<file path="src/rtl/bal_pkg.sv">
// ----------------------------------------------------------------------------
// bal_pkg: shared types and constants for the bounded array list
// Holds the list geometry, the command and status codes and the control
// bundle that is broadcast from the decoder to every storage cell.
// ----------------------------------------------------------------------------
package bal_pkg;

	localparam int DEPTH  = 64;
	localparam int WORD_W = 32;
	localparam int IDX_W  = 6;
	localparam int CAP_W  = 7;
	localparam int POS_W  = $clog2(DEPTH);
	localparam int CNT_W  = $clog2(DEPTH + 1);
	localparam int GRP    = 8;
	localparam int NGRP   = DEPTH / GRP;

	localparam logic [CAP_W-1:0] CAP_RESET = CAP_W'(64);

	typedef enum logic [2:0] {
		CMD_ADD    = 3'd0,
		CMD_SET    = 3'd1,
		CMD_INSERT = 3'd2,
		CMD_GET    = 3'd3,
		CMD_REMOVE = 3'd4
	} cmd_t;

	typedef enum logic [1:0] {
		ST_OK    = 2'd0,
		ST_FULL  = 2'd1,
		ST_RANGE = 2'd2,
		ST_EMPTY = 2'd3
	} status_t;

	// Per-request control seen by every cell; op flags are already qualified
	typedef struct packed {
		logic             do_add;
		logic             do_set;
		logic             do_ins;
		logic             do_rem;
		logic [POS_W-1:0] index;
		logic [CNT_W-1:0] fill;
	} ctrl_t;

endpackage

</file>
<file path="src/rtl/bal_cell.sv">
// ----------------------------------------------------------------------------
// bal_cell: one storage cell of the list
// Holds one word and picks its next value from itself, the request data or
// its left or right neighbor. Also offers its word for an indexed read.
// ----------------------------------------------------------------------------
module bal_cell (
	input  logic                      clk,
	input  logic [bal_pkg::POS_W-1:0]  pos,
	input  bal_pkg::ctrl_t            ctrl,
	input  logic [bal_pkg::WORD_W-1:0] wdata,
	input  logic [bal_pkg::WORD_W-1:0] left,
	input  logic [bal_pkg::WORD_W-1:0] right,
	input  logic [bal_pkg::POS_W-1:0]  rd_index,
	output logic [bal_pkg::WORD_W-1:0] word,
	output logic [bal_pkg::WORD_W-1:0] rd_word
);
	import bal_pkg::*;

	logic [WORD_W-1:0] word_q;
	logic [WORD_W-1:0] word_d;
	logic [CNT_W-1:0]  pos_c;
	logic              at_index;

	assign pos_c    = CNT_W'(pos);
	assign at_index = (pos == ctrl.index);

	always_comb begin
		word_d = word_q;
		if (ctrl.do_add && pos_c == ctrl.fill) begin
			word_d = wdata;
		end else if (ctrl.do_set && at_index) begin
			word_d = wdata;
		end else if (ctrl.do_ins) begin
			// open a gap at the index, move the tail up
			if (at_index) begin
				word_d = wdata;
			end else if (pos > ctrl.index && pos_c <= ctrl.fill) begin
				word_d = left;
			end
		end else if (ctrl.do_rem) begin
			// close the gap, move the tail down
			if (pos >= ctrl.index && (pos_c + CNT_W'(1)) < ctrl.fill) begin
				word_d = right;
			end
		end
	end

	always_ff @(posedge clk) begin
		word_q <= word_d;
	end

	assign word    = word_q;
	assign rd_word = (pos == rd_index) ? word_q : '0;

endmodule

</file>
<file path="config.mk">
export PLATFORM = sky130hd
export DESIGN_NAME = bal_cell
export DESIGN_NICKNAME = d
export VERILOG_FILES = /design/src/rtl/bal_pkg.sv /design/src/rtl/bal_cell.sv
export SDC_FILE = /design/constraint.sdc
export NUM_CORES = 1
export LEC_CHECK = 0
export BUFFER_PORTS_ARGS = -buffer_cell sky130_fd_sc_hd__buf_2
export CAP_MARGIN = 10
export CORE_ASPECT_RATIO = 1.2
export CORE_UTILIZATION = 34
export CTS_CLUSTER_DIAMETER = 200
export DETAILED_ROUTE_END_ITERATION = 10
export GPL_TIMING_DRIVEN = 0
export PLACE_DENSITY = 0.75
export SKIP_LAST_GASP = 1
export SLEW_MARGIN = 20
export SYNTH_ARGS = -nofsm -noshare
export SYNTH_HDL_FRONTEND = slang
export SYNTH_SLANG_ARGS = --single-unit
</file>
<file path="constraint.sdc">
create_clock -name clk -period 6.59 [get_ports clk]
set_clock_uncertainty 0.2 [all_clocks]
set_input_delay 0.659 -clock clk [delete_from_list [all_inputs] [get_ports clk]]
set_output_delay 0.659 -clock clk [all_outputs]
set_load 0.02 [all_outputs]
</file>
======== Yosys cells after proc, flatten, opt, wreduce, memory -nomap -nowiden ========
Index checks and enable logic that the tools add are counted.
W data, S select, Z words.
word-level totals
  input port bits ......................... 126
  ROM bits ................................ 0
  memory bits (writable) .................. 0
  word-level logic and storage cells ...... 25
  memories kept ........................... 0
  bits in latches ......................... 0
  flip-flop bits (word level) ............. 32
operators by class
  reduce and logical (&&, ||, !) cells .... 7
  $lt $le $gt $ge ......................... 4
  multiply operators ...................... 0
  shift operators ......................... 0
  muxes and demuxes ....................... 8
  equal/unequal tests ..................... 4
  bitwise operators ....................... 0
  add/subtract/negate cells ............... 1
  div/mod/pow operators ................... 0
operators by type and width
  operator               number
  $mux W32               8
  $eq A6 B6 Y1           2
  $reduce_bool A4 Y1     2
  $add A6 B1 Y7 const B  1
  $eq A6 B7 Y1           1
  $le A6 B7 Y1           1
  $lt A7 B7 Y1           1
  $ge A6 B6 Y1           1
  $gt A6 B6 Y1           1
  $ne A5 B1 Y1 const B   1
  $logic_and A1 B1 Y1    4
  $reduce_and A3 Y1      1

======== Logic depth before layout (Yosys ltp) ========
  depth in word-level cells ............... 8
  depth in mapped cells ................... 8

======== Worst setup path after synthesis ========
No wires, ideal clock.
  path type ............................... input to register
  from .................................... input pos[0] (netlist name)
  to ...................................... register word_q[0], in the netlist word[0], enable pin
  arrival ................................. 4.159 ns
  path buffers ............................ 0
  slack ................................... 1.762 ns
  library setup time ...................... 0.470 ns
  required time ........................... 5.920 ns
  stages .................................. 8
  cell sequence ........................... ha_1 -> nand3_1 -> xnor2_1 -> ha_1 -> a21oi_1 -> nand3_1 -> o21a_1 -> o31ai_1
on the way
  longest elaborated chain between the ends .. 5
  elaborated cells between the ends (all ways) .. 15
RTL lines
  element                        RTL line        text
  start: declaration             bal_cell.sv:8   input logic [bal_pkg::POS_W-1:0] pos,
  $add A6 B1 Y7                  bal_cell.sv:42  if (pos >= ctrl.index && (pos_c + CNT_W'(1)) < ctrl.fill) begin
  $lt A7 B7 Y1                   bal_cell.sv:42
  $logic_and A1 B1 Y1            bal_cell.sv:42
  $reduce_bool A4 Y1 (no line)   --
  $reduce_and A3 Y1 (no line) *  --
  end signal: assignment         bal_cell.sv:49  word_q <= word_d;
  end: declaration               bal_cell.sv:19  logic [WORD_W-1:0] word_q;
Every way passes the cells marked *; elsewhere a longest branch is shown, timed or not.
A chain may end at the register's enable or synchronous reset.

======== Final worst setup path ========
  from .................................... input pos[2] (netlist name)
  to ...................................... output rd_word[6] (netlist name)
on the way
  longest elaborated chain between the ends .. 2
RTL lines
  element           RTL line        text
  $eq A6 B6 Y1      bal_cell.sv:53  assign rd_word = (pos == rd_index) ? word_q : '0;
  $mux W32          bal_cell.sv:53
  end: declaration  bal_cell.sv:15  output logic [bal_pkg::WORD_W-1:0] rd_word
Every way passes these cells.

==> metrics.txt <==
# TYPE chip_impl_metric gauge
chip_impl_metric{name="synth_sequential_area_ratio",unit="%"} 37.89
chip_impl_metric{name="comb_power_share",unit="%"} 32.7
chip_impl_metric{name="power_per_cell_area",unit="nW/um^2"} 185.7
chip_impl_metric{name="dieWidth",unit="um"} 80.84
chip_impl_metric{name="die_y",unit="um"} 96.61
chip_impl_metric{name="share_clk_of_total_power",unit="%"} 26.2
chip_impl_metric{name="grt_max_degree",unit=""} 18
chip_impl_metric{name="switching_power",unit="W"} 0.0002154
chip_impl_metric{name="grt_pass1_vias",unit=""} 2494
chip_impl_metric{name="report.final.slew_viol_count",unit=""} 0
chip_impl_metric{name="pin_count",unit=""} 190
chip_impl_metric{name="antenna_cells",unit=""} 0
chip_impl_metric{name="synth_compound_area_share",unit="%"} 18.50
chip_impl_metric{name="final_layout_size_suffix_gt1_share",unit="%"} 51.51
chip_impl_metric{name="dieArea",unit="um^2"} 7810
chip_impl_metric{name="synth_simple_gate_area_share",unit="%"} 23.93
chip_impl_metric{name="drt_wl_total",unit="um"} 7849
chip_impl_metric{name="cts.hold.buffers_added",unit=""} 0
chip_impl_metric{name="final-hold-violation-count",unit=""} 0
chip_impl_metric{name="drt_pre_antenna_iters",unit=""} 4
chip_impl_metric{name="yosys_register_bits",unit=""} 32
chip_impl_metric{name="swShare",unit="%"} 30.98
chip_impl_metric{name="post-route-min-period",unit="ns"} 3.422
chip_impl_info{name="min_delay_path_class",value="primary input to register"} 1
chip_impl_metric{name="cts-root-to-sink-buffers",unit=""} 2
chip_impl_metric{name="power_report.internal_total",unit="W"} 0.0004797
chip_impl_metric{name="first_iter_violations",unit=""} 52
chip_impl_info{name="criticalPathCategory",value="primary input to primary output"} 1
chip_impl_metric{name="wl_per_cell",unit="um"} 15.07
chip_impl_metric{name="nets",unit=""} 576
chip_impl_metric{name="crit_required",unit="ns"} 5.73
chip_impl_metric{name="finalWeightedCongestion",unit=""} 0.8673
chip_impl_metric{name="post-route-drc-count",unit=""} 0
chip_impl_info{name="cts_tree",value="yes"} 1
chip_impl_metric{name="finalSetupViolCount",unit=""} 0
chip_impl_metric{name="cts_setup_buffers",unit=""} 0
chip_impl_metric{name="synthArstFlopShare",unit="%"} 0
chip_impl_info{name="hold_path.startpoint",value="wdata[19]"} 1
chip_impl_metric{name="worstMarginPinSlew",unit="ns"} 0.8723
chip_impl_metric{name="numPlacedInstances",unit=""} 513
chip_impl_info{name="dr_top_layer",value="met4"} 1
chip_impl_metric{name="portion_of_total_power_attributed_to_sequential_cells",unit="%"} 41.1
chip_impl_info{name="crit_path_end_kind",value="primary output"} 1
chip_impl_metric{name="cts_inserted_buffers",unit=""} 5
chip_impl_metric{name="vias",unit=""} 2631
chip_impl_info{name="layout.cells.most_common_list",value="sky130_fd_sc_hd__buf_2, sky130_fd_sc_hd__and2_1, sky130_fd_sc_hd__edfxtp_1, sky130_fd_sc_hd__nor3b_1, sky130_fd_sc_hd__a221o_1"} 1
chip_impl_info{name="cts.root.buffer_cell",value="sky130_fd_sc_hd__clkbuf_8"} 1
chip_impl_info{name="holdPathEnd",value="word[19]$_DFFE_PP_"} 1
chip_impl_metric{name="ys.warnings.count",unit=""} 0
chip_impl_metric{name="met3WireLength",unit="um"} 437
chip_impl_metric{name="avgSynthCellArea",unit="um^2"} 10.93
chip_impl_metric{name="post_synth_num_cell_types",unit=""} 41
chip_impl_metric{name="synth_adder_area_share",unit="%"} 9.867
chip_impl_metric{name="synth_enable_flop_cells",unit=""} 32
chip_impl_metric{name="min_delay_path_depth",unit=""} 2
chip_impl_metric{name="area_delta_synth_final",unit="%"} 47.56
chip_impl_metric{name="core.rowCount",unit=""} 34
chip_impl_metric{name="netlist_area",unit="um^2"} 2536
chip_impl_metric{name="placeableCoreArea",unit="um^2"} 7232
chip_impl_metric{name="yosys-mux-area-fraction",unit="%"} 0
chip_impl_metric{name="wl_met1",unit="um"} 3276
chip_impl_metric{name="cts.reportedPaths.clkPinSlew",unit="ns"} 0.07
chip_impl_metric{name="route.met2.wl",unit="um"} 4078
chip_impl_metric{name="clock-sinks",unit=""} 32
chip_impl_metric{name="synthesis.nets",unit=""} 378
chip_impl_info{name="rsz0062_at_grt",value="false"} 1
chip_impl_metric{name="final_layout_setup_total_negative_slack",unit="ns"} 0
chip_impl_metric{name="grt_remaining_overflow",unit=""} 0
chip_impl_metric{name="vdd_ir_drop_max",unit="mV"} 0.1233
chip_impl_info{name="synth_top_flop_cell",value="sky130_fd_sc_hd__edfxtp_1"} 1
chip_impl_metric{name="start_util",unit="%"} 35.07
chip_impl_info{name="timing.critical_path.from_type",value="primary input"} 1
chip_impl_metric{name="placement.io_buffers",unit=""} 189
chip_impl_metric{name="largest_register_ffs",unit=""} 32
chip_impl_info{name="synth_top_family_by_area",value="simple AND/OR/NAND/NOR gates"} 1
chip_impl_metric{name="grtUsageTotal",unit="%"} 20.04
chip_impl_metric{name="timing.critical_path.fanout_max",unit=""} 10
chip_impl_metric{name="max_cap_viol_count",unit=""} 0
chip_impl_metric{name="antenna_found_initial",unit=""} 0
chip_impl_metric{name="fin_cells",unit=""} 521
chip_impl_metric{name="avgViaCountPerCell",unit=""} 5.050
chip_impl_metric{name="grt_pass1_wl",unit="um"} 12090
chip_impl_metric{name="critical_path_arrival",unit="ns"} 2.56
chip_impl_metric{name="place.detailed.hpwl",unit="um"} 6520
chip_impl_metric{name="synth_xor_xnor_area_share",unit="%"} 3.453
chip_impl_metric{name="maxClockFrequency",unit="GHz"} 0.2922
chip_impl_info{name="layout.cells.most_common",value="sky130_fd_sc_hd__buf_2"} 1
chip_impl_metric{name="synthCells",unit=""} 232
chip_impl_metric{name="number_of_fillers_in_the_final_layout",unit=""} 671
chip_impl_metric{name="relSlewSlack",unit="%"} 41.40
chip_impl_metric{name="fin_crit_sh",unit="%"} 51.93
chip_impl_info{name="outcome",value="completed"} 1
chip_impl_metric{name="antenna_left",unit=""} 0
chip_impl_metric{name="cts_repair_resize_count",unit=""} 0
chip_impl_metric{name="p_leak",unit="nW"} 1.867
chip_impl_metric{name="ctsHtreeMaxLevel",unit=""} 2
critical path, cell delays in order:
cell and delay [ns]:
sky130_fd_sc_hd__buf_2 0.17, sky130_fd_sc_hd__xnor2_1 0.14, sky130_fd_sc_hd__nand4_1 0.13, sky130_fd_sc_hd__nor3_1 0.69
sky130_fd_sc_hd__clkbuf_1 0.41, sky130_fd_sc_hd__and2_1 0.20, sky130_fd_sc_hd__buf_2 0.16
cell type report:
class | instances | area, um^2 | area share, %
repair buffers | 191 | 968.4 | 25.88
clock buffers | 5 | 68.82 | 1.839
inverters | 15 | 56.30 | 1.505
well taps | 90 | 112.6 | 3.009
clock inverters | 3 | 42.54 | 1.137
multi-input cells | 170 | 1428 | 38.15
plain buffers | 15 | 105.1 | 2.808
flip-flops and latches | 32 | 960.9 | 25.68
power by group through the flow:
| stage | Combinational [W] | Clock, W | Sequential (W) |
|---|---|---|---|
| after global routing | 0.000246 | 0.000199 | 0.000290 |
| after floorplan | 0.0000814 | 0 | 0.000335 |
| after CTS | 0.000229 | 0.000190 | 0.000286 |
| after detailed placement | 0.000228 | 0 | 0.000291 |
| final | 0.000227 | 0.000182 | 0.000285 |
| after global placement | 0.000218 | 0 | 0.000292 |
worst max path at each step:
| stage | end | depth (start not counted) | start |
|---|---|---|---|
| floorplan | word[0]$_DFFE_PP_ | 8 | pos[0] |
| global placement | word[19]$_DFFE_PP_ | 7 | pos[5] |
| detailed placement | rd_word[6] | 7 | pos[2] |
| CTS | rd_word[6] | 7 | pos[2] |
| global route | rd_word[3] | 7 | pos[2] |
| finish | rd_word[6] | 7 | pos[2] |
synthesized netlist by cell type (2+ instances only):
master	n	area [um^2]
sky130_fd_sc_hd__nor3_1	2	10.01
sky130_fd_sc_hd__nand3_1	5	25.02
sky130_fd_sc_hd__nor2_1	2	7.510
sky130_fd_sc_hd__xor2_1	3	26.28
sky130_fd_sc_hd__nor3b_1	31	232.7
sky130_fd_sc_hd__xnor2_1	7	61.31
sky130_fd_sc_hd__a221o_1	29	290.3
sky130_fd_sc_hd__inv_1	15	56.30
sky130_fd_sc_hd__o21a_1	3	22.52
sky130_fd_sc_hd__ha_1	20	250.2
sky130_fd_sc_hd__buf_6	4	45.04
sky130_fd_sc_hd__nand2_1	3	11.26
sky130_fd_sc_hd__a21oi_1	7	35.03
sky130_fd_sc_hd__a21o_2	2	17.52
sky130_fd_sc_hd__and2_1	32	200.2
sky130_fd_sc_hd__a221o_2	2	22.52
sky130_fd_sc_hd__edfxtp_1	32	960.9
sky130_fd_sc_hd__and3_1	2	12.51
sky130_fd_sc_hd__nand2b_1	2	12.51
sky130_fd_sc_hd__buf_2	5	25.02
sky130_fd_sc_hd__clkbuf_1	4	15.01
cell families after synthesis:
group,after synthesis
and+or+nand+nor,88
AOI/OAI and AO/OA,52
xor gates and xnor gates,10
buffers and inverters,30
adders and majority gates,20
DFF,32
layer usage:
metal	up-vias	track usage (%)
met5	-	0
met1	1226	23.89
met3	4	2.736
met4	0	4.808
li1	1289	-
met2	112	36.72
metrics by stage:
stage	total power [W]	instance area (um^2)	utilization (%)	setup slack (ns)	hold WS [ns]
after floorplan	0.0004166	2536	-	1.762	0.6737
after global placement	0.0005093	3595	49.71	0.4920	0.7607
after detailed placement	0.0005191	3631	50.21	3.147	0.7649
after CTS	0.0007049	3742	51.75	3.144	0.4690
after global routing	0.0007346	3742	51.75	3.057	0.4735
final	0.0006950	3742	51.75	3.168	0.4848
Note: power is estimated with default switching activity, not from simulation.
