===== src/rtl/bal_pkg.sv =====
// ----------------------------------------------------------------------------
// bal_pkg: shared types and constants for the bounded array list
// Holds the list geometry, the command and status codes and the control
// bundle that is broadcast from the decoder to every storage cell.
// ----------------------------------------------------------------------------
package bal_pkg;

	localparam int DEPTH  = 64;
	localparam int WORD_W = 32;
	localparam int IDX_W  = 6;
	localparam int CAP_W  = 7;
	localparam int POS_W  = $clog2(DEPTH);
	localparam int CNT_W  = $clog2(DEPTH + 1);
	localparam int GRP    = 8;
	localparam int NGRP   = DEPTH / GRP;

	localparam logic [CAP_W-1:0] CAP_RESET = CAP_W'(64);

	typedef enum logic [2:0] {
		CMD_ADD    = 3'd0,
		CMD_SET    = 3'd1,
		CMD_INSERT = 3'd2,
		CMD_GET    = 3'd3,
		CMD_REMOVE = 3'd4
	} cmd_t;

	typedef enum logic [1:0] {
		ST_OK    = 2'd0,
		ST_FULL  = 2'd1,
		ST_RANGE = 2'd2,
		ST_EMPTY = 2'd3
	} status_t;

	// Per-request control seen by every cell; op flags are already qualified
	typedef struct packed {
		logic             do_add;
		logic             do_set;
		logic             do_ins;
		logic             do_rem;
		logic [POS_W-1:0] index;
		logic [CNT_W-1:0] fill;
	} ctrl_t;

endpackage


===== src/rtl/bal_ctrl.sv =====
// ----------------------------------------------------------------------------
// bal_ctrl: request decoder
// Checks a registered request against fill and capacity, produces the
// status, the next fill and the control broadcast to the cells.
// ----------------------------------------------------------------------------
module bal_ctrl (
	input  logic                     exec,
	input  logic [2:0]               cmd,
	input  logic [bal_pkg::IDX_W-1:0] index,
	input  logic [bal_pkg::CNT_W-1:0] fill,
	input  logic [bal_pkg::CAP_W-1:0] cap,
	output bal_pkg::ctrl_t           ctrl,
	output bal_pkg::status_t         status,
	output logic [bal_pkg::CNT_W-1:0] fill_next,
	output logic                     rd_ok
);
	import bal_pkg::*;

	logic [CNT_W-1:0] cap_lim;
	logic [CNT_W-1:0] index_c;
	logic             full;
	logic             out_rng;

	assign cap_lim = (cap > CAP_W'(DEPTH)) ? CNT_W'(DEPTH) : CNT_W'(cap);
	assign index_c = CNT_W'(index);
	assign full    = (fill >= cap_lim);
	assign out_rng = (index_c >= fill);

	always_comb begin
		ctrl        = '0;
		ctrl.index  = POS_W'(index);
		ctrl.fill   = fill;
		status      = ST_OK;
		fill_next   = fill;
		rd_ok       = 1'b0;
		unique case (cmd)
			CMD_ADD: begin
				if (full) begin
					status = ST_FULL;
				end else begin
					ctrl.do_add = exec;
					fill_next   = fill + CNT_W'(1);
				end
			end
			CMD_SET: begin
				if (out_rng) begin
					status = ST_RANGE;
				end else begin
					ctrl.do_set = exec;
					rd_ok       = 1'b1;
				end
			end
			CMD_INSERT: begin
				if (full) begin
					status = ST_FULL;
				end else if (out_rng) begin
					status = ST_RANGE;
				end else begin
					ctrl.do_ins = exec;
					fill_next   = fill + CNT_W'(1);
				end
			end
			CMD_GET: begin
				if (out_rng) begin
					status = ST_RANGE;
				end else begin
					rd_ok = 1'b1;
				end
			end
			CMD_REMOVE: begin
				if (fill == '0) begin
					status = ST_EMPTY;
				end else if (out_rng) begin
					status = ST_RANGE;
				end else begin
					ctrl.do_rem = exec;
					rd_ok       = 1'b1;
					fill_next   = fill - CNT_W'(1);
				end
			end
			default: begin
				// unused codes: report ok, change nothing
			end
		endcase
	end

endmodule


===== config.mk =====
export PLATFORM = sky130hd
export DESIGN_NAME = bal_ctrl
export DESIGN_NICKNAME = d
export VERILOG_FILES = /design/src/rtl/bal_pkg.sv /design/src/rtl/bal_ctrl.sv
export SDC_FILE = /design/constraint.sdc
export NUM_CORES = 1
export LEC_CHECK = 0
export BUFFER_PORTS_ARGS = -buffer_cell sky130_fd_sc_hd__buf_4
export CORE_ASPECT_RATIO = 1.2
export CORE_MARGIN = 10
export CORE_UTILIZATION = 35
export DETAILED_ROUTE_END_ITERATION = 12
export PLACE_DENSITY = 0.66
export SLEW_MARGIN = 40
export SYNTH_ARGS = -nofsm -noshare
export SYNTH_HDL_FRONTEND = slang
export SYNTH_SLANG_ARGS = --single-unit

===== constraint.sdc =====
create_clock -name vclk -period 5.3
set_input_delay 1.06 -clock vclk [all_inputs]
set_output_delay 1.06 -clock vclk [all_outputs]
set_load 0.01 [all_outputs]

After elaboration in Yosys (flattened, before gate mapping) --
Cells that the tools add are included.
Word-level totals: register bits after elaboration 0, bits in latches 0, bits in writable memories 0, ROM bits 0, input port bits 24, output and inout port bits 27, logic and storage cells 35, memories kept 0
Operators by class: add/subtract/negate cells 2, multipliers 0, divide/modulo/power cells 0, order comparisons 3, equality and inequality tests 4, shift-type cells 0, mux-type cells 23, bitwise operators 0, reduce and logical (&&, ||, !) cells 3
Operator list (count):
- $mux W7 | 6
- $pmux W7 S3 | 1
- $mux W1 | 11
- $pmux W2 S4 | 1
- $add A7 B1 Y7 const B | 1
- $ge A6 B7 Y1 | 1
- $ge A7 B7 Y1 | 1
- $gt A7 B7 Y1 const B | 1
- $logic_not A7 Y1 | 1
- $sub A7 B1 Y7 const B | 1
- $eq A3 B2 Y1 const B | 2
- $mux W2 | 3
- $eq A3 B1 Y1 const B | 1
- $eq A3 B3 Y1 const B | 1
- $logic_not A3 Y1 | 1
- $pmux W1 S2 | 1
- $reduce_or A2 Y1 | 1

Longest topological paths before layout --
Gate-level depths: netlist of the first run.
depth in word-level cells 5, depth in mapped cells 9, depth with buffers taken out 9

Least setup slack after synthesis of the first run --
OpenSTA, ideal clock, no wires.
path kind input to output, from input fill[4] (netlist name), to output fill_next[4] (netlist name), arrival time 3.021 ns, required time 4.240 ns, setup slack 1.219 ns, stages on the path 8, buffers on the path 1, cells stage by stage clkbuf_1 -> inv_1 -> ha_1 -> a211oi_1 -> nor3_1 -> a21o_1 -> or3_1 -> o311ai_2
Between the ends: cells in the longest elaborated chain, start to end 4, elaborated cells on any way between the ends 11, those cells by class add/sub: 2; order compare: 2; mux: 6; reduce/logical: 1
RTL lines:
- from (decl) | line bal_ctrl.sv:10 | input logic [bal_pkg::CNT_W-1:0] fill,
- $sub A7 B1 Y7 (tied with other cells) | line bal_ctrl.sv:78 | fill_next = fill - CNT_W'(1);
- $mux W7, on equally long branches | line bal_ctrl.sv:73, bal_ctrl.sv:56
- $mux W7, on equally long branches | line bal_ctrl.sv:71, bal_ctrl.sv:54
- $pmux W7 S3 (*) | line bal_ctrl.sv:36 | unique case (cmd)
- to (decl) | line bal_ctrl.sv:14 | output logic [bal_pkg::CNT_W-1:0] fill_next,
Every way passes the cells marked *; elsewhere a longest branch is shown, timed or not.

Worst setup path after layout of the first run --
from input fill[1] (netlist name), to output fill_next[4] (netlist name)
Same word-level chain as after synthesis.

==> metrics.yaml, run 1 <==
outcome: "finished clean"
synthTopCellsByArea: "ha_1 19%, buf_4 9.8%, nand3_1 4.5%"
track_usage: 0.113
cap_viol_max_count: 0
drive_gt1_frac: 0.354
seq_cell_count: 0
drc: 0
setup_viol: 0
ios: 51
fin_ws_ps: 1030
synth_cells: 141
slew_viol_final: 0
avgSynthCellArea_um2: 7.09
synth-seq-area-share: 0
grt_pass1_vias: 1277
cp_max_fo: 7
first_pass_iters: 4
max_slew_margin: 0.595
ys_types: 45
period_minus_slack_ps: 4270
overflow: 0
yosys_warnings: 0
rsz0062_at_grt: "no"
die-width_um: 68.8
max_freq_mhz: 234
pre_cts_ws_ps: 1060
yosysMostFrequentCell: "ha_1"
start_util: 0.362
die_h_um: 78.5
grt_max_degree: 12
end_kind: "primary output"
die-area_um2: 5400
postCtsHoldBufs: 0
hold_depth: 2
synth_mux_area_frac: 0.0100
antenna_found_initial: 0
cp.arrival_ps: 3210
crit_required_ps: 4240
synth_top_area_cell: "ha_1"
synth_common_cells: "15 x ha_1, 13 x buf_4, 12 x nand2_1, 9 x inv_1, 9 x nand3_1"
synth_fa_ha_area_frac: 0.188
synth_area_um2: 1000
seq_area_um2: 0
tightest_slew_ps: 603
via_per_inst: 5.65
nets: 216
area_growth_pct: 30.5
crit_type: "primary input to primary output"
synth_top_family_by_area: "simple AND/OR/NAND/NOR gates"
worstHoldStart: "index[0]"
grt_pass1_wl_um: 5240
period_share: 0.805
io_buffer_count: 51
yosys.area_share.xor_xnor: 0.0263
clkbuf_count: 0
ir_worst_vdd_v: 0.0000413
coreArea_um2: 2760
synth_top_area_frac: 0.188
hold_path_end: "ctrl[7]"
antenna_left: 0
drt-total-wl_um: 3310
drt-initial-drc-count: 38
cts_setup_buffers: 0
synth_nets: 180
gp_congestion: 0.888
hold_class: "primary input to primary output"
rows: 21
diodes: 0
cts_resized: 0
worst_setup_path_start_kind: "primary input"
vias: 1180
dp_hpwl_um: 2850
synth_compound_area_frac: 0.304
avgRoutedWirePerCell_um: 15.8
tns_ps: 0
p_per_area_nw_per_um2: 89.0
hold_violations: 0
p_leak_nw: 0.614
synth-simple-area-share: 0.318
-- cell families (layout without fill, tap and decap cells) --
kind of cell | after synthesis | after routing
muxes | 1 | 1
and+or+nand+nor | 57 | 57
xor gates and xnor gates | 3 | 3
buffers and inverters | 26 | 60
AOI/OAI and AO/OA | 39 | 39
adders and majority gates | 15 | 15
-- cells in the final DEF (no fill, tap or decap), types with 2 or more instances in the layout --
master    count
nor3_1        6
inv_1         9
o31ai_1       3
a21o_1        5
nand3_1       9
a21oi_1       8
buf_4        51
and3_1        2
xnor2_1       3
nor2_1        8
o21ai_0       5
nand2_1      12
o21ai_1       3
nand2b_1      4
nand4_1       3
nor2b_1       2
ha_1         15
a211oi_1      2
-- metrics by stage --
| step | hold slack, ps | utilization | power (mW) | area (µm²) | std cells |
|---|---|---|---|---|---|
| after floorplan | 2210 | - | 0.0710 | 1000 | 141 |
| after global placement | 2310 | 0.473 | 0.114 | 1310 | 209 |
| after detailed placement | 2310 | 0.473 | 0.117 | 1310 | 209 |
| after CTS | 2310 | 0.473 | 0.117 | 1310 | 209 |
| after global routing | 2320 | 0.473 | 0.128 | 1310 | 209 |
| final | 2310 | 0.473 | 0.116 | 1310 | 209 |
-- critical path: stages --
cell and delay (ps):
buf_4 130, inv_1 110, ha_1 230, or3b_4 430, o41ai_4 460, a211oi_2 180, a21o_1 240, o31ai_2 60
o311ai_2 130, buf_4 160
-- power by group --
part	switching, mW	leakage [nW]	internal, mW
clock	0	0	0
combinational	0.0622	0.614	0.0541
sequential	0	0	0
-- area by class of cell --
cell class / instances / area (µm²)
Inverter: 9 / 33.8
Multi-Input combinational cell: 115 / 846
Tap cell: 34 / 42.5
Timing Repair Buffer: 51 / 383
Fill cell: 288 / 1450
-- metal layers --
metal	track usage	up-vias	wire, µm	part of all wire
met5	0	-	0	0
met4	0.0316	0	28	0.0085
met3	0.0156	4	205	0.062
met2	0.215	50	1770	0.54
met1	0.121	547	1300	0.39
li1	-	579	-	-
-- worst max-delay path by stage --
stage	endpoint	slack, ps	startpoint	depth (start not counted)
detailed placement	fill_next[4]	1060	fill[1]	10
global placement	fill_next[4]	1030	fill[1]	10
CTS	fill_next[4]	1060	fill[1]	10
global route	fill_next[4]	900	fill[4]	10
finish	fill_next[4]	1030	fill[1]	10
floorplan	fill_next[4]	1220	fill[4]	8
No activity file was read; power rests on OpenSTA's default activity.
==> inputs of run 2 (changes only) <==
--- a/config.mk
+++ b/config.mk
@@ -5,12 +5,13 @@
 export SDC_FILE = /design/constraint.sdc
 export NUM_CORES = 1
 export LEC_CHECK = 0
+export ABC_AREA = 1
 export BUFFER_PORTS_ARGS = -buffer_cell sky130_fd_sc_hd__buf_4
 export CORE_ASPECT_RATIO = 1.2
 export CORE_MARGIN = 10
 export CORE_UTILIZATION = 35
 export DETAILED_ROUTE_END_ITERATION = 12
-export PLACE_DENSITY = 0.66
+export PLACE_DENSITY = 0.63
 export SLEW_MARGIN = 40
 export SYNTH_ARGS = -nofsm -noshare
 export SYNTH_HDL_FRONTEND = slang
==> constraint.sdc (replaced) <==
create_clock -name vclk -period 4.1
set_input_delay 0.82 -clock vclk [all_inputs]
set_output_delay 0.82 -clock vclk [all_outputs]
set_load 0.01 [all_outputs]
==> metrics.yaml, run 2 <==
outcome: "finished clean"
overflow: 0  # unchanged
synth_top_area_cell: "nand2_1"
avgRoutedWirePerCell_um: 12.4  # -21%
drive_gt1_frac: 0.238  # -0.116
yosys.area_share.xor_xnor: 0.0282  # +0.00189
drc: 0  # unchanged
clkbuf_count: 0  # unchanged
cts_setup_buffers: 0  # unchanged
slew_viol_final: 0  # unchanged
pwr-share-comb: 1.000  # about the same
cts_resized: 0  # unchanged
setup_viol: 0  # unchanged
cp_max_fo: 12  # +5
max_freq_mhz: 265
diodes: 0  # unchanged
synth_top_family_by_area: "simple AND/OR/NAND/NOR gates"
synth_fa_ha_area_frac: 0.151  # -0.0368
crit_type: "primary input to primary output"
ys_types: 25  # -44%
rsz0062_at_grt: "no"
hold_violations: 0  # unchanged
dp_hpwl_um: 3240  # +14%
synth_top_area_frac: 0.238  # +0.0507
power.internal_uw: 77.0  # +42%
post-route-util: 0.452  # -0.0209
grt_max_degree: 14  # +2
finalPower_uw: 183  # +57%
tightest_slew_ps: 455  # -148 ps
switching_share: 0.579  # +0.0443
vias: 1495  # +27%
via_per_inst: 4.89  # -13%
drt-initial-drc-count: 74  # +95%
yosys_warnings: 0  # unchanged
synth_common_cells: "79 x nand2_1, 32 x inv_1, 28 x nand3_1, 23 x nor2_1, 15 x ha_1"
synth_area_um2: 1240  # +24%
rows: 23  # +9.5%
start_util: 0.366  # +0.00389
nets: 310  # +44%
synthTopCellsByArea: "nand2_1 24%, ha_1 15%, nand3_1 11%"
synth-seq-area-share: 0  # unchanged
p_switching_uw: 106  # +70%
final_cell_mix: "79 x nand2_1, 51 x buf_4, 32 x inv_1"
antenna_found_initial: 0  # unchanged
crit_required_ps: 3280  # -960 ps
ios: 51  # unchanged
track_usage: 0.120  # +0.00689
drt-total-wl_um: 3810  # +15%
final_common_cell: "nand2_1"
grt_pass1_vias: 1464  # +15%
max_slew_margin: 0.695  # +0.100
period_minus_slack_ps: 3770
postCtsHoldBufs: 0  # unchanged
die-width_um: 74.4  # +8.2%
coreArea_um2: 3400  # +23%
place_area_um2: 1540  # +18%
cp.arrival_ps: 2950  # -260 ps
end_kind: "primary output"
area_growth_pct: 23.4
synth_compound_area_frac: 0.0895  # -0.215
seq_cell_count: 0  # unchanged
avgSynthCellArea_um2: 5.27  # -26%
die-area_um2: 6350  # +17%
antenna_left: 0  # unchanged
clock_power_share: 0  # unchanged
p_leak_nw: 0.922  # +50%
die_h_um: 85.3  # +8.6%
period_share: 0.919
multi_input_area_um2: 971  # +15%
synth_cells: 236  # +67%
seq_area_um2: 0  # unchanged
fin_ws_ps: 333  # -700 ps
first_pass_iters: 4  # unchanged
p_per_area_nw_per_um2: 119  # +34%
cap_viol_max_count: 0  # unchanged
n_fill_cell: 407  # +41%
pre_cts_ws_ps: 317  # -740 ps
synth-simple-area-share: 0.512  # +0.194
fin_area_um2: 1540  # +18%
hold_class: "primary input to primary output"
gp_congestion: 0.874  # -1.6%
ir_worst_vdd_v: 0.0000436  # +5.7%
synth_nets: 275  # +53%
yosysMostFrequentCell: "nand2_1"
synth_mux_area_frac: 0  # -0.0100
p_seq_frac: 0  # unchanged
worst_setup_path_start_kind: "primary input"
grt_pass1_wl_um: 6600  # +26%
io_buffer_count: 51  # unchanged
tns_ps: 0  # unchanged
## run 2: final timing paths
check / startpoint / to / slack, ps / cells after the start
min: index[0] / ctrl[7] / 1830 / 2
max: cap[2] / fill_next[0] / 330 / 18
## run 2: cells by family (layout without fill, tap and decap cells)
kind of cell               after synthesis  count (layout)
and+or+nand+nor                        147             147
buffers and inverters                   54              87
AOI/OAI and AO/OA                       16              16
adders and majority gates               15              15
xor gates and xnor gates                 4               4
## run 2: metrics by stage
| step | instances | hold slack [ps] |
|---|---|---|
| 2_1_floorplan | 236 | 1690 |
| 3_3_place_gp | 306 | 1830 |
| 3_5_place_dp | 306 | 1830 |
| 4_1_cts | 306 | 1830 |
| 5_1_grt | 306 | 1840 |
| 6_report | 306 | 1830 |
## run 2: final cells by class
class	count	share of cell area
Multi-Input combinational cell	182	0.632
Timing Repair Buffer	51	0.249
Inverter	36	0.0880
Tap cell	37	0.0302
## run 2: metal layers
layer  part of all wire  GRT usage  up-vias
li1                   -          -      806
met1               0.41      0.144      646
met2               0.51      0.227       43
met3              0.077     0.0152        0
met4                  0    0.00172        0
met5                  0          0        -
## run 2: power by group through the flow
stage                     Combinational [mW]  Clock, mW  Sequential (mW)
after floorplan                        0.125          0                0
after global placement                 0.184          0                0
after detailed placement               0.185          0                0
after CTS                              0.185          0                0
after global routing                   0.209          0                0
final                                  0.183          0                0
## run 2: worst max-delay path, stage by stage
cell and delay [ps]:
buf_4 110, or2_2 280, inv_1 50, nand3_1 60, a21boi_0 180, ha_1 260, nand2_1 60, nor2_1 40
nand3_1 160, inv_1 80, nor2_2 370, nand2_1 120, nand2_1 80, nand2_1 50, nand2_1 50, inv_1 40
nand2_1 40, buf_4 110
==> inputs of run 3 (changes only) <==
--- a/config.mk
+++ b/config.mk
@@ -7,11 +7,12 @@
 export LEC_CHECK = 0
 export ABC_AREA = 1
 export BUFFER_PORTS_ARGS = -buffer_cell sky130_fd_sc_hd__buf_4
+export CAP_MARGIN = 10
 export CORE_ASPECT_RATIO = 1.2
 export CORE_MARGIN = 10
-export CORE_UTILIZATION = 35
+export CORE_UTILIZATION = 50
 export DETAILED_ROUTE_END_ITERATION = 12
-export PLACE_DENSITY = 0.63
+export PLACE_DENSITY = 0.85
 export SLEW_MARGIN = 40
 export SYNTH_ARGS = -nofsm -noshare
 export SYNTH_HDL_FRONTEND = slang
==> constraint.sdc (replaced) <==
create_clock -name vclk -period 4
set_input_delay 0.8 -clock vclk [all_inputs]
set_output_delay 0.8 -clock vclk [all_outputs]
set_load 0.01 [all_outputs]
==> metrics.yaml, run 3 (same netlist as run 2, synthesis figures left out) <==
final_cell_mix: "79 x nand2_1, 52 x buf_4, 32 x inv_1"
vias: 1535  # +2.7%
p_switching_uw: 112  # +5.9%
p_per_area_nw_per_um2: 125  # +4.7%
worstHoldStart: "index[0]"
via_per_inst: 5.10  # +4.4%
pre_cts_ws_ps: 246  # -71.6 ps
power.internal_uw: 79.9  # +3.8%
start_util: 0.534  # +0.168
p_seq_frac: 0  # unchanged
max_freq_mhz: 275
cp_max_fo: 12  # unchanged
max_slew_margin: 0.708  # +0.0126
cp.arrival_ps: 2840  # -110 ps
end_kind: "primary output"
pwr-share-comb: 1.000  # about the same
grt_max_degree: 14  # unchanged
hold_depth: 2  # unchanged
post-route-util: 0.661  # +0.209
track_usage: 0.154  # +0.0342
die_h_um: 74.6  # -13%
seq_area_um2: 0  # unchanged
final_common_cell: "nand2_1"
period_minus_slack_ps: 3640
die-width_um: 65.5  # -12%
die-area_um2: 4890  # -23%
n_fill_cell: 249  # -39%
hold_path_end: "ctrl[7]"
ir_worst_vdd_v: 0.0000683  # +57%
p_leak_nw: 0.929  # +0.72%
grt_pass1_vias: 1445  # -1.3%
area_growth_pct: 23.8
tns_ps: 0  # unchanged
tightest_slew_ps: 437  # -18.8 ps
whs_ps: 1790  # -41.3 ps
nets: 311  # +0.32%
clkbuf_count: 0  # unchanged
clock_power_share: 0  # unchanged
io_buffer_count: 51  # unchanged
gp_congestion: 0.906  # +3.7%
crit_type: "primary input to primary output"
antenna_found_initial: 0  # unchanged
period_share: 0.910
antenna_left: 0  # unchanged
postCtsHoldBufs: 0  # unchanged
drive_gt1_frac: 0.241  # +0.00282
seq_cell_count: 0  # unchanged
avgRoutedWirePerCell_um: 13.0  # +4.4%
dp_hpwl_um: 3300  # +1.7%
hold_violations: 0  # unchanged
rows: 19  # -17%
grt_pass1_wl_um: 6420  # -2.8%
ios: 51  # unchanged
drc: 0  # unchanged
startpoint: "cap[2]"
worst_setup_path_start_kind: "primary input"
outcome: "finished clean"
diodes: 0  # unchanged
cap_viol_max_count: 0  # unchanged
drt-total-wl_um: 3910  # +2.7%
coreArea_um2: 2330  # -31%
first_pass_iters: 4  # unchanged
crit_required_ps: 3200  # -80 ps
hold_class: "primary input to primary output"
switching_share: 0.584  # +0.00501
setup_viol: 0  # unchanged
slew_viol_final: 0  # unchanged
drt-initial-drc-count: 122  # +65%
rsz0062_at_grt: "no"
overflow: 0  # unchanged
fin_ws_ps: 360  # +27.3 ps
==> run 3: cell count changes in the layout (fill, tap and decap cells not counted), sizes merged <==
cell / previous run / this run
buf: 51 / 52
==> run 3: cell type report <==
| class | instances | area (µm²) | area share |
|---|---|---|---|
| Multi-Input combinational cell | 182 | 976 | 0.634 |
| Timing Repair Buffer | 52 | 390 | 0.253 |
| Inverter | 36 | 135 | 0.0877 |
| Tap cell | 31 | 38.8 | 0.0252 |
==> run 3: what timing repair did <==
item                                    CTS  global route
gates resized for setup                   0             1
buffers inserted                          0             0
endpoints found under the hold margin     0             0
endpoints found under the setup margin    0             2
==> run 3: per-stage QoR <==
stage | instance area (µm²) | cells | power, mW
4_1_cts | 1540 | 301 | 0.191
2_1_floorplan | 1240 | 236 | 0.128
6_report | 1540 | 301 | 0.192
3_5_place_dp | 1540 | 301 | 0.190
5_1_grt | 1540 | 301 | 0.216
3_3_place_gp | 1540 | 301 | 0.189
==> run 3: how the worst max path moves through the flow <==
stage / to / depth (start not counted)
2_1_floorplan: fill_next[5] / 16
3_3_place_gp: fill_next[5] / 17
3_5_place_dp: fill_next[0] / 18
4_1_cts: fill_next[0] / 18
5_1_grt: fill_next[0] / 18
6_report: fill_next[5] / 17
==> run 3: per-layer routing <==
| metal | global-route usage | vias to the layer above | share of wire |
|---|---|---|---|
| met5 | 0 | - | 0 |
| met4 | 0.0190 | 0 | 0.0079 |
| met3 | 0.0252 | 4 | 0.069 |
| met2 | 0.291 | 66 | 0.48 |
| met1 | 0.181 | 657 | 0.44 |
| li1 | - | 808 | - |
==> run 3: critical path: stages <==
cell and delay, ps:
buf_4 110, or2_2 280, inv_1 50, nand3_1 50
a21boi_0 190, ha_1 260, nand2_1 60, nor2_1 40
nand3_1 150, inv_1 100, nor2_4 270, nand2_1 90
nand2_1 60, nand3_1 60, nand2_1 60, nand2_1 60
buf_4 140
==> run 3: power groups by stage <==
stage | clock [mW] | sequential [mW] | combinational [mW]
global route | 0 | 0 | 0.216
global placement | 0 | 0 | 0.189
detailed placement | 0 | 0 | 0.190
CTS | 0 | 0 | 0.191
floorplan | 0 | 0 | 0.128
finish | 0 | 0 | 0.192
